[src/rtl/core/sorted_insert_priority_queue_core_assert.svh]
// assertion macros used by the queue datapath
`ifndef SORTED_INSERT_PRIORITY_QUEUE_CORE_ASSERT_SVH
`define SORTED_INSERT_PRIORITY_QUEUE_CORE_ASSERT_SVH

// condition holds at every clock edge out of reset
`define SIPQ_ASSERT(label, clk, rst_n, cond) \
    label: assert property (@(posedge clk) disable iff (!rst_n) (cond)) \
        else $error("sipq invariant violated");

// consequent holds in the same cycle as the antecedent
`define SIPQ_ASSERT_IMP(label, clk, rst_n, ante, cons) \
    label: assert property (@(posedge clk) disable iff (!rst_n) (ante) |-> (cons)) \
        else $error("sipq implication violated");

// consequent holds in the cycle after the antecedent
`define SIPQ_ASSERT_NEXT(label, clk, rst_n, ante, cons) \
    label: assert property (@(posedge clk) disable iff (!rst_n) (ante) |=> (cons)) \
        else $error("sipq next-cycle check violated");

`endif

[src/rtl/core/sipq_pkg.sv]
`default_nettype none

package sipq_pkg;

    localparam int unsigned DEPTH_DEF     = 16;
    localparam int unsigned PRIO_BITS_DEF = 8;

    localparam int unsigned DATA_W      = 8;
    localparam int unsigned PRIO_PORT_W = 8;
    localparam int unsigned FILL_W      = 5;
    localparam int unsigned STATUS_W    = 2;
    localparam int unsigned IN_TDATA_W  = 16;
    localparam int unsigned OUT_TDATA_W = 24;

    // operation codes
    localparam logic OP_ENQ = 1'b0;
    localparam logic OP_DEQ = 1'b1;

    // result status codes
    localparam logic [STATUS_W-1:0] ST_DONE  = 2'd0;
    localparam logic [STATUS_W-1:0] ST_FULL  = 2'd1;
    localparam logic [STATUS_W-1:0] ST_EMPTY = 2'd2;

    // controller to datapath
    typedef struct packed {
        logic latch;
        logic rd_prev;
        logic rd_head;
        logic shift;
        logic insert;
        logic pop;
        logic rej_full;
        logic rej_empty;
    } t_cmd;

    // datapath to controller
    typedef struct packed {
        logic is_deq;
        logic is_enq;
        logic full;
        logic empty;
        logic k_zero;
        logic greater;
        logic out_free;
    } t_stat;

endpackage

`default_nettype wire

[src/rtl/core/sipq_ctrl.sv]
`default_nettype none

module sipq_ctrl (
    input  logic            i_clk,
    input  logic            i_rst_n,
    input  logic            i_in_valid,
    output logic            o_in_ready,
    input  sipq_pkg::t_stat i_stat,
    output sipq_pkg::t_cmd  o_cmd
);
    import sipq_pkg::*;

    localparam logic [1:0] S_IDLE   = 2'd0;
    localparam logic [1:0] S_DECIDE = 2'd1;
    localparam logic [1:0] S_CMP    = 2'd2;
    localparam logic [1:0] S_POP    = 2'd3;

    logic [1:0] r_state;
    logic [1:0] n_state;

    always_comb begin
        o_cmd      = '0;
        n_state    = r_state;
        o_in_ready = (r_state == S_IDLE);
        unique case (r_state)
            S_IDLE: begin
                if (i_in_valid) begin
                    o_cmd.latch = 1'b1;
                    n_state     = S_DECIDE;
                end
            end
            S_DECIDE: begin
                if (i_stat.is_deq) begin
                    if (i_stat.empty) begin
                        if (i_stat.out_free) begin
                            o_cmd.rej_empty = 1'b1;
                            n_state         = S_IDLE;
                        end
                    end else begin
                        o_cmd.rd_head = 1'b1;
                        n_state       = S_POP;
                    end
                end else if (i_stat.full) begin
                    if (i_stat.out_free) begin
                        o_cmd.rej_full = 1'b1;
                        n_state        = S_IDLE;
                    end
                end else if (i_stat.k_zero) begin
                    if (i_stat.out_free) begin
                        o_cmd.insert = 1'b1;
                        n_state      = S_IDLE;
                    end
                end else begin
                    o_cmd.rd_prev = 1'b1;
                    n_state       = S_CMP;
                end
            end
            S_CMP: begin
                // move the larger entry up one slot, else drop the new one here
                if (i_stat.greater) begin
                    o_cmd.shift = 1'b1;
                    n_state     = S_DECIDE;
                end else if (i_stat.out_free) begin
                    o_cmd.insert = 1'b1;
                    n_state      = S_IDLE;
                end
            end
            S_POP: begin
                if (i_stat.out_free) begin
                    o_cmd.pop = 1'b1;
                    n_state   = S_IDLE;
                end
            end
            default: begin
                n_state = S_IDLE;
            end
        endcase
    end

    always_ff @(posedge i_clk) begin
        if (!i_rst_n) begin
            r_state <= S_IDLE;
        end else begin
            r_state <= n_state;
        end
    end

endmodule

`default_nettype wire

[src/rtl/core/sipq_dpath.sv]
`default_nettype none

module sipq_dpath #(
    parameter int unsigned DEPTH     = sipq_pkg::DEPTH_DEF,
    parameter int unsigned PRIO_BITS = sipq_pkg::PRIO_BITS_DEF
) (
    input  logic                                i_clk,
    input  logic                                i_rst_n,
    input  logic                                i_op,
    input  logic [sipq_pkg::DATA_W-1:0]         i_data,
    input  logic [sipq_pkg::PRIO_PORT_W-1:0]    i_prio,
    input  sipq_pkg::t_cmd                      i_cmd,
    output sipq_pkg::t_stat                     o_stat,
    input  logic                                i_out_ready,
    output logic                                o_out_valid,
    output logic [sipq_pkg::STATUS_W-1:0]       o_status,
    output logic [sipq_pkg::DATA_W-1:0]         o_data,
    output logic [sipq_pkg::PRIO_PORT_W-1:0]    o_prio,
    output logic [sipq_pkg::FILL_W-1:0]         o_fill
);
    `include "sorted_insert_priority_queue_core_assert.svh"
    import sipq_pkg::*;

    localparam int unsigned AW = $clog2(DEPTH);
    localparam int unsigned CW = $clog2(DEPTH + 1);

    logic [DATA_W-1:0]    mem_data [DEPTH];
    logic [PRIO_BITS-1:0] mem_prio [DEPTH];

    logic [CW-1:0]        r_count;
    logic [CW-1:0]        n_count;
    logic [AW-1:0]        r_head;
    logic [CW-1:0]        r_k;
    logic                 r_op;
    logic [DATA_W-1:0]    r_din;
    logic [PRIO_BITS-1:0] r_pin;
    logic [DATA_W-1:0]    r_rd_data;
    logic [PRIO_BITS-1:0] r_rd_prio;

    logic                   r_out_valid;
    logic [STATUS_W-1:0]    r_out_status;
    logic [DATA_W-1:0]      r_out_data;
    logic [PRIO_PORT_W-1:0] r_out_prio;
    logic [FILL_W-1:0]      r_out_fill;

    logic [PRIO_BITS+PRIO_PORT_W-1:0] pin_wide;
    logic [PRIO_BITS+PRIO_PORT_W-1:0] pout_wide;
    logic [CW+FILL_W-1:0]             fill_wide;
    logic [CW-1:0]                    km1;
    logic [AW-1:0]                    rd_l;
    logic [AW:0]                      rd_sum;
    logic [AW:0]                      wr_sum;
    logic [AW-1:0]                    rd_addr;
    logic [AW-1:0]                    wr_addr;
    logic                             we;
    logic                             re;
    logic                             load;
    logic [DATA_W-1:0]                wdata;
    logic [PRIO_BITS-1:0]             wprio;
    logic [STATUS_W-1:0]              res_status;

    // priority kept in its low PRIO_BITS bits, read back through the 8-bit field
    assign pin_wide  = {{PRIO_BITS{1'b0}}, i_prio};
    assign pout_wide = {{PRIO_PORT_W{1'b0}}, r_rd_prio};
    assign fill_wide = {{FILL_W{1'b0}}, n_count};

    // logical slot to ring address, head + slot stays below twice the depth
    assign km1    = r_k - CW'(1);
    assign rd_l   = i_cmd.rd_head ? '0 : km1[AW-1:0];
    assign rd_sum = {1'b0, r_head} + {1'b0, rd_l};
    assign wr_sum = {1'b0, r_head} + {1'b0, r_k[AW-1:0]};

    always_comb begin
        rd_addr = rd_sum[AW-1:0];
        if (rd_sum >= (AW + 1)'(DEPTH)) begin
            rd_addr = AW'(rd_sum - (AW + 1)'(DEPTH));
        end
        wr_addr = wr_sum[AW-1:0];
        if (wr_sum >= (AW + 1)'(DEPTH)) begin
            wr_addr = AW'(wr_sum - (AW + 1)'(DEPTH));
        end
    end

    assign we    = i_cmd.shift | i_cmd.insert;
    assign re    = i_cmd.rd_prev | i_cmd.rd_head;
    assign wdata = i_cmd.shift ? r_rd_data : r_din;
    assign wprio = i_cmd.shift ? r_rd_prio : r_pin;
    assign load  = i_cmd.insert | i_cmd.pop | i_cmd.rej_full | i_cmd.rej_empty;

    always_comb begin
        n_count = r_count;
        if (i_cmd.insert) begin
            n_count = r_count + CW'(1);
        end else if (i_cmd.pop) begin
            n_count = r_count - CW'(1);
        end
    end

    always_comb begin
        priority if (i_cmd.rej_full) begin
            res_status = ST_FULL;
        end else if (i_cmd.rej_empty) begin
            res_status = ST_EMPTY;
        end else begin
            res_status = ST_DONE;
        end
    end

    always_ff @(posedge i_clk) begin
        if (we) begin
            mem_data[wr_addr] <= wdata;
            mem_prio[wr_addr] <= wprio;
        end
        if (re) begin
            r_rd_data <= mem_data[rd_addr];
            r_rd_prio <= mem_prio[rd_addr];
        end
    end

    always_ff @(posedge i_clk) begin
        if (i_cmd.latch) begin
            r_op  <= i_op;
            r_din <= i_data;
            r_pin <= pin_wide[PRIO_BITS-1:0];
        end
        if (i_cmd.latch) begin
            r_k <= r_count;
        end else if (i_cmd.shift) begin
            r_k <= km1;
        end
        if (load) begin
            r_out_status <= res_status;
            r_out_data   <= i_cmd.pop ? r_rd_data : '0;
            r_out_prio   <= i_cmd.pop ? pout_wide[PRIO_PORT_W-1:0] : '0;
            r_out_fill   <= fill_wide[FILL_W-1:0];
        end
    end

    always_ff @(posedge i_clk) begin
        if (!i_rst_n) begin
            r_count     <= '0;
            r_head      <= '0;
            r_out_valid <= 1'b0;
        end else begin
            r_count <= n_count;
            if (i_cmd.pop) begin
                r_head <= (r_head == AW'(DEPTH - 1)) ? '0 : r_head + AW'(1);
            end
            if (load) begin
                r_out_valid <= 1'b1;
            end else if (i_out_ready) begin
                r_out_valid <= 1'b0;
            end
        end
    end

    assign o_stat.is_deq   = (r_op == OP_DEQ);
    assign o_stat.is_enq   = (r_op == OP_ENQ);
    assign o_stat.full     = (r_count == CW'(DEPTH));
    assign o_stat.empty    = (r_count == '0);
    assign o_stat.k_zero   = (r_k == '0);
    assign o_stat.greater  = (r_rd_prio > r_pin);
    assign o_stat.out_free = !r_out_valid || i_out_ready;

    assign o_out_valid = r_out_valid;
    assign o_status    = r_out_status;
    assign o_data      = r_out_data;
    assign o_prio      = r_out_prio;
    assign o_fill      = r_out_fill;

    `SIPQ_ASSERT(a_count_bound, i_clk, i_rst_n, r_count <= CW'(DEPTH))
    `SIPQ_ASSERT_IMP(a_insert_not_full, i_clk, i_rst_n, i_cmd.insert, r_count != CW'(DEPTH))
    `SIPQ_ASSERT_IMP(a_result_slot_free, i_clk, i_rst_n, load, !r_out_valid || i_out_ready)
    `SIPQ_ASSERT_IMP(a_shift_only_enq, i_clk, i_rst_n, i_cmd.shift, o_stat.is_enq && r_k != '0)
    `SIPQ_ASSERT_NEXT(a_pop_count, i_clk, i_rst_n, i_cmd.pop, r_count == $past(r_count) - CW'(1))

endmodule

`default_nettype wire

[src/rtl/core/sorted_insert_priority_queue_core.sv]
// Sorted-insert priority queue holding up to DEPTH entries, each a data byte and a
// priority, leaving in ascending priority order and in arrival order among equal
// priorities. The entries sit in a ring memory with a head pointer and a count,
// sorted from the head. One transaction at a time is worked on: a dequeue is
// accepted, reads the head entry and pops it; a rejected enqueue or a dequeue on
// an empty queue is accepted and then answered; an enqueue is accepted, then each
// stored entry with a larger priority number moves up one slot through a read and
// then a write on the memory, starting from the tail, and the new entry goes into
// the freed slot. The result sits in an output register, so the next transaction
// is accepted while it waits to be taken; a result waits for that register to
// drain before it is written. No clearing pass is made after reset.
`default_nettype none

module sorted_insert_priority_queue_core #(
    parameter int unsigned DEPTH     = sipq_pkg::DEPTH_DEF,     // 2 to 31 entries
    parameter int unsigned PRIO_BITS = sipq_pkg::PRIO_BITS_DEF  // stored priority bits
) (
    input  logic                               i_clk,
    input  logic                               i_rst_n,
    // input transaction
    input  logic                               s_axis_tvalid,
    output logic                               s_axis_tready,
    input  logic [sipq_pkg::IN_TDATA_W-1:0]    s_axis_tdata,   // data_in[7:0], prio_in[15:8]
    input  logic [0:0]                         s_axis_tuser,   // op[0]
    // result transaction
    output logic                               m_axis_tvalid,
    input  logic                               m_axis_tready,
    output logic [sipq_pkg::OUT_TDATA_W-1:0]   m_axis_tdata,   // data_out[7:0], prio_out[15:8],
                                                               // fill[20:16], zero[23:21]
    output logic [sipq_pkg::STATUS_W-1:0]      m_axis_tuser    // status[1:0]
);
    import sipq_pkg::*;

    t_cmd cmd;
    t_stat stat;

    logic [DATA_W-1:0]      out_data;
    logic [PRIO_PORT_W-1:0] out_prio;
    logic [FILL_W-1:0]      out_fill;

    // sequencer: decides each step of insert or pop from datapath status
    sipq_ctrl u_ctrl (
        .i_clk      (i_clk),
        .i_rst_n    (i_rst_n),
        .i_in_valid (s_axis_tvalid),
        .o_in_ready (s_axis_tready),
        .i_stat     (stat),
        .o_cmd      (cmd)
    );

    // ring memory, count, head, compare and result register
    sipq_dpath #(
        .DEPTH     (DEPTH),
        .PRIO_BITS (PRIO_BITS)
    ) u_dpath (
        .i_clk       (i_clk),
        .i_rst_n     (i_rst_n),
        .i_op        (s_axis_tuser[0]),
        .i_data      (s_axis_tdata[DATA_W-1:0]),
        .i_prio      (s_axis_tdata[IN_TDATA_W-1:DATA_W]),
        .i_cmd       (cmd),
        .o_stat      (stat),
        .i_out_ready (m_axis_tready),
        .o_out_valid (m_axis_tvalid),
        .o_status    (m_axis_tuser),
        .o_data      (out_data),
        .o_prio      (out_prio),
        .o_fill      (out_fill)
    );

    // pack result fields, lowest field first, padded to whole bytes
    assign m_axis_tdata = {{(OUT_TDATA_W - DATA_W - PRIO_PORT_W - FILL_W){1'b0}},
                           out_fill, out_prio, out_data};

endmodule

`default_nettype wire
[config.mk]
export PLATFORM = sky130hd
export DESIGN_NAME = sorted_insert_priority_queue_core
export DESIGN_NICKNAME = d
export VERILOG_FILES = /design/src/rtl/core/sipq_pkg.sv /design/src/rtl/core/sipq_ctrl.sv /design/src/rtl/core/sipq_dpath.sv /design/src/rtl/core/sorted_insert_priority_queue_core.sv
export VERILOG_INCLUDE_DIRS = /design/src /design/src/rtl/core
export SDC_FILE = /design/constraint.sdc
export NUM_CORES = 1
export LEC_CHECK = 0
export ABC_AREA = 0
export BUFFER_PORTS_ARGS = -buffer_cell sky130_fd_sc_hd__buf_2
export CAP_MARGIN = 25
export CORE_ASPECT_RATIO = 1.2
export CORE_MARGIN = 8
export CORE_UTILIZATION = 35
export CTS_BUF_LIST = sky130_fd_sc_hd__clkbuf_16
export DETAILED_ROUTE_END_ITERATION = 7
export PLACE_DENSITY = 0.56
export REMOVE_ABC_BUFFERS = 1
export SYNTH_ARGS = -nofsm -noshare
export SYNTH_HDL_FRONTEND = slang
export SYNTH_SLANG_ARGS = --single-unit
[constraint.sdc]
create_clock -name i_clk -period 4.8 [get_ports i_clk]
set_clock_uncertainty 0.05 [all_clocks]
set_input_delay 0.48 -clock i_clk [delete_from_list [all_inputs] [get_ports i_clk]]
set_output_delay 0.48 -clock i_clk [all_outputs]
set_load 0.1 [all_outputs]
==> reports/results.ini <==
[finish]
finalCoreUtilization_pct = 40.9
final_cell_count_no_fill = 1283
drive_gt1_share_pct = 31.9
diodes = 0
nets = 818
syn2layout_area_growth_pct = 16.6

[cts]
cts_buffers = 36
cts_resized = 0
path_clk_slew_ns = 0.06
cts.sinks = 329
clk_path_buf_depth = 3
postCtsHoldBufs = 0
htree_levels = 2
cts-root-buf = clkbuf_16
tritoncts = built
clock_latency_ns = 0.52
cts_setup_buffers = 0

[grt]
antenna_found_initial = 1
grt_start_max_net_pins = 65
grt_pass1_vias = 6899
grt_pass1_wl_mm = 45.5
grtUsageTotal_pct = 13.5
overflow = 0

[setup_path]
r2r_cells = 12
critPathLaunchType = flip-flop
timing.rr.start = u_dpath.r_count[0]
crit_fanout = 9
cp_slowest_stage_delay_ns = 0.56
critPathTopFamily = compound AO/OA/AOI/OAI gates
endpoint_kind = flip-flop
worstSetupPathType = reg -> reg
r2r-end = u_dpath.r_rd_data[7]
worst-path-buf-inv = 3
required_ns = 5.01
worstPathArrival_ns = 4.16
rrSetupSlack_ns = 0.85
cp_cell_sequence = inv_1, ha_1, a31oi_4, or2_2, inv_1, ha_1, a21o_1, a21oi_4, xor2_4, xnor2_4, buf_4, mux4_1
cp_slowest_cell = mux4_1

[place]
post-place-cells = 1219
dp_worst_setup_slack_ns = 0.830
gp_congestion = 0.739
dp_hpwl_mm = 18.1
port_buffers = 45

[detailed_routing]
wire_per_inst_um = 24.0
drc = 0
ant_nets = 0
routed_wirelength_mm = 30.8
vias_per_cell = 5.20
drt_first_pass_iters = 4
first_iter_violations = 469
via_count = 6671

[pwr]
power.total_mw = 6.80
p_leak_nw = 5.30
p_per_area_nw_per_um2 = 432
ir_drop_uv = 261

[yosys]
synth_top_area_share_pct = 70.6
synth_area_leaders = edfxtp_1, mux4_2, ha_1
synth_seq_cells = 329
synth_flop_cell = edfxtp_1
seq_area_frac_synth_pct = 72.3
yosysWarnings = 0
synth_cell_types = 58
syn-cell-area_um2 = 13500
synthArstFlopShare_pct = 0
synth.largest_area_cell = edfxtp_1
synthesis.instances = 686
syn_avg_cell_area_um2 = 19.7
synth_edf_count = 317

[floorplanning]
die_width_um = 195
start_util_pct = 35.1
core_um2 = 38500
die_y_um = 231
io_pins = 49
dieArea_um2 = 45100
row_count = 79

[sta]
finalSetupViolations = 0
slew_violations = 0
fin_crit_sh_pct = 82.3
setup_slack_ns = 0.850
relSlewSlack_pct = 34.4
worst_pin_slew_ns = 0.978
fin_crit_ns = 3.95
max_freq_mhz = 253
hold_viol_final = 0
rsz0062_at_grt = no

[min_path]
hold_start = s_axis_tdata[15]
hold_path_class = in -> reg
holdPathStages = 1
hold_end = u_dpath.r_pin[7]

[outcome]
outcome = finished, final reports clean

[job]
max_cap_viol_count = 0

==> worst max path at each step <==
stage | depth (start not counted) | slack (ns) | from | endpoint
5_1_grt | 12 | 0.61 | u_dpath.r_count[0] | u_dpath.r_rd_data[7]
4_1_cts | 12 | 0.83 | u_dpath.r_count[0] | u_dpath.r_rd_prio[7]
6_report | 12 | 0.85 | u_dpath.r_count[0] | u_dpath.r_rd_data[7]
3_3_place_gp | 12 | 0.90 | u_dpath.r_count[0] | u_dpath.r_rd_data[7]
2_1_floorplan | 7 | -0.19 | u_dpath.r_count[0] | u_dpath.r_rd_data[7]
3_5_place_dp | 12 | 0.83 | u_dpath.r_count[0] | u_dpath.r_rd_prio[0]
==> report_power, final <==
group          leakage, nW  switching, mW  internal (mW)
Sequential            2.99         0.0348           3.23
Clock                0.607           1.11           1.62
Combinational         1.70          0.460          0.342
==> state kept, by name, summed over array words and instances (netlist names), 5 cells and up <==
signal / flops
u_dpath.r_din: 8
u_dpath.mem_data: 128
u_dpath.o_fill: 5
u_dpath.r_rd_data: 8
u_dpath.o_prio: 8
u_dpath.r_pin: 8
u_dpath.r_k: 5
u_dpath.mem_prio: 128
u_dpath.r_rd_prio: 8
u_dpath.o_data: 8
u_dpath.r_count: 5
==> logic make-up (layout without fill, tap and decap cells) <==
group / after synthesis / count (layout) / share of synthesized area, %
XOR/XNOR: 15 / 15 / 1.25
adder cells (fa/ha/maj): 26 / 26 / 2.52
flip-flops: 329 / 329 / 72.3
multiplexers: 98 / 98 / 14.9
buffers and inverters: 55 / 164 / 1.85
AND/OR/NAND/NOR: 115 / 115 / 4.71
other: 1 / 3 / 0.0278
AO/OA/AOI/OAI: 47 / 47 / 2.38
==> stage by stage <==
step | hold WS [ns] | setup TNS (ns) | area [um^2]
after floorplan | 0.435 | -2.67 | 13300
after global placement | 0.466 | 0 | 14600
after detailed placement | 0.475 | 0 | 14600
after CTS | 0.0698 | 0 | 15700
after global routing | 0.0712 | 0 | 15700
final | 0.0857 | 0 | 15700
==> cell usage in the layout (no fill, tap or decap), types with 4 or more instances in the layout <==
master     Yosys  final
nor4b_2        1      5
edfxtp_1     317    317
and3_1        16     16
nor2_1        17     17
nand2_1       27     27
o21ai_0        8      8
nor3_2         1      9
a21oi_1       16     16
a21o_1         4      4
a31oi_1        4      4
clkinv_2       0      5
clkbuf_16      0     37
mux4_2        77     77
ha_1          24     23
nand3_1        8      8
bufinv_16      0      4
buf_4          4     30
buf_2          9     45
xor2_1         5      5
mux2_2        16     16
dfxtp_1       12     12
or2_2          4      4
inv_1         21     30
clkinv_1       1      6
xnor2_1        8      7
nand2b_1       6      5
==> layout make-up <==
type                    instances  area (um^2)
repair buffers                 78          510
clock buffers                  37          926
clock inverters                27          235
flip-flops and latches        329         9760
multi-input cells             304         3610
fillers                      3396        22700
well taps                     486          608
inverters                      22         82.6
==> cell usage after synthesis, types with 9 or more instances <==
| cell type | count |
|---|---|
| mux2_2 | 16 |
| nand2_1 | 27 |
| buf_2 | 9 |
| ha_1 | 24 |
| clkbuf_1 | 16 |
| a21oi_1 | 16 |
| inv_1 | 21 |
| mux4_2 | 77 |
| edfxtp_1 | 317 |
| nor3_1 | 10 |
| nor2_1 | 17 |
| and3_1 | 16 |
| dfxtp_1 | 12 |
==> metal layers <==
layer / up-vias / track usage, % / wire length, um
met5: - / 0 / 0
met4: 0 / 3.23 / 536
met3: 40 / 2.64 / 1610
met2: 168 / 22.6 / 14900
met1: 3504 / 18.2 / 13800
li1: 2959 / - / -
(Power assumes the default switching activity.)
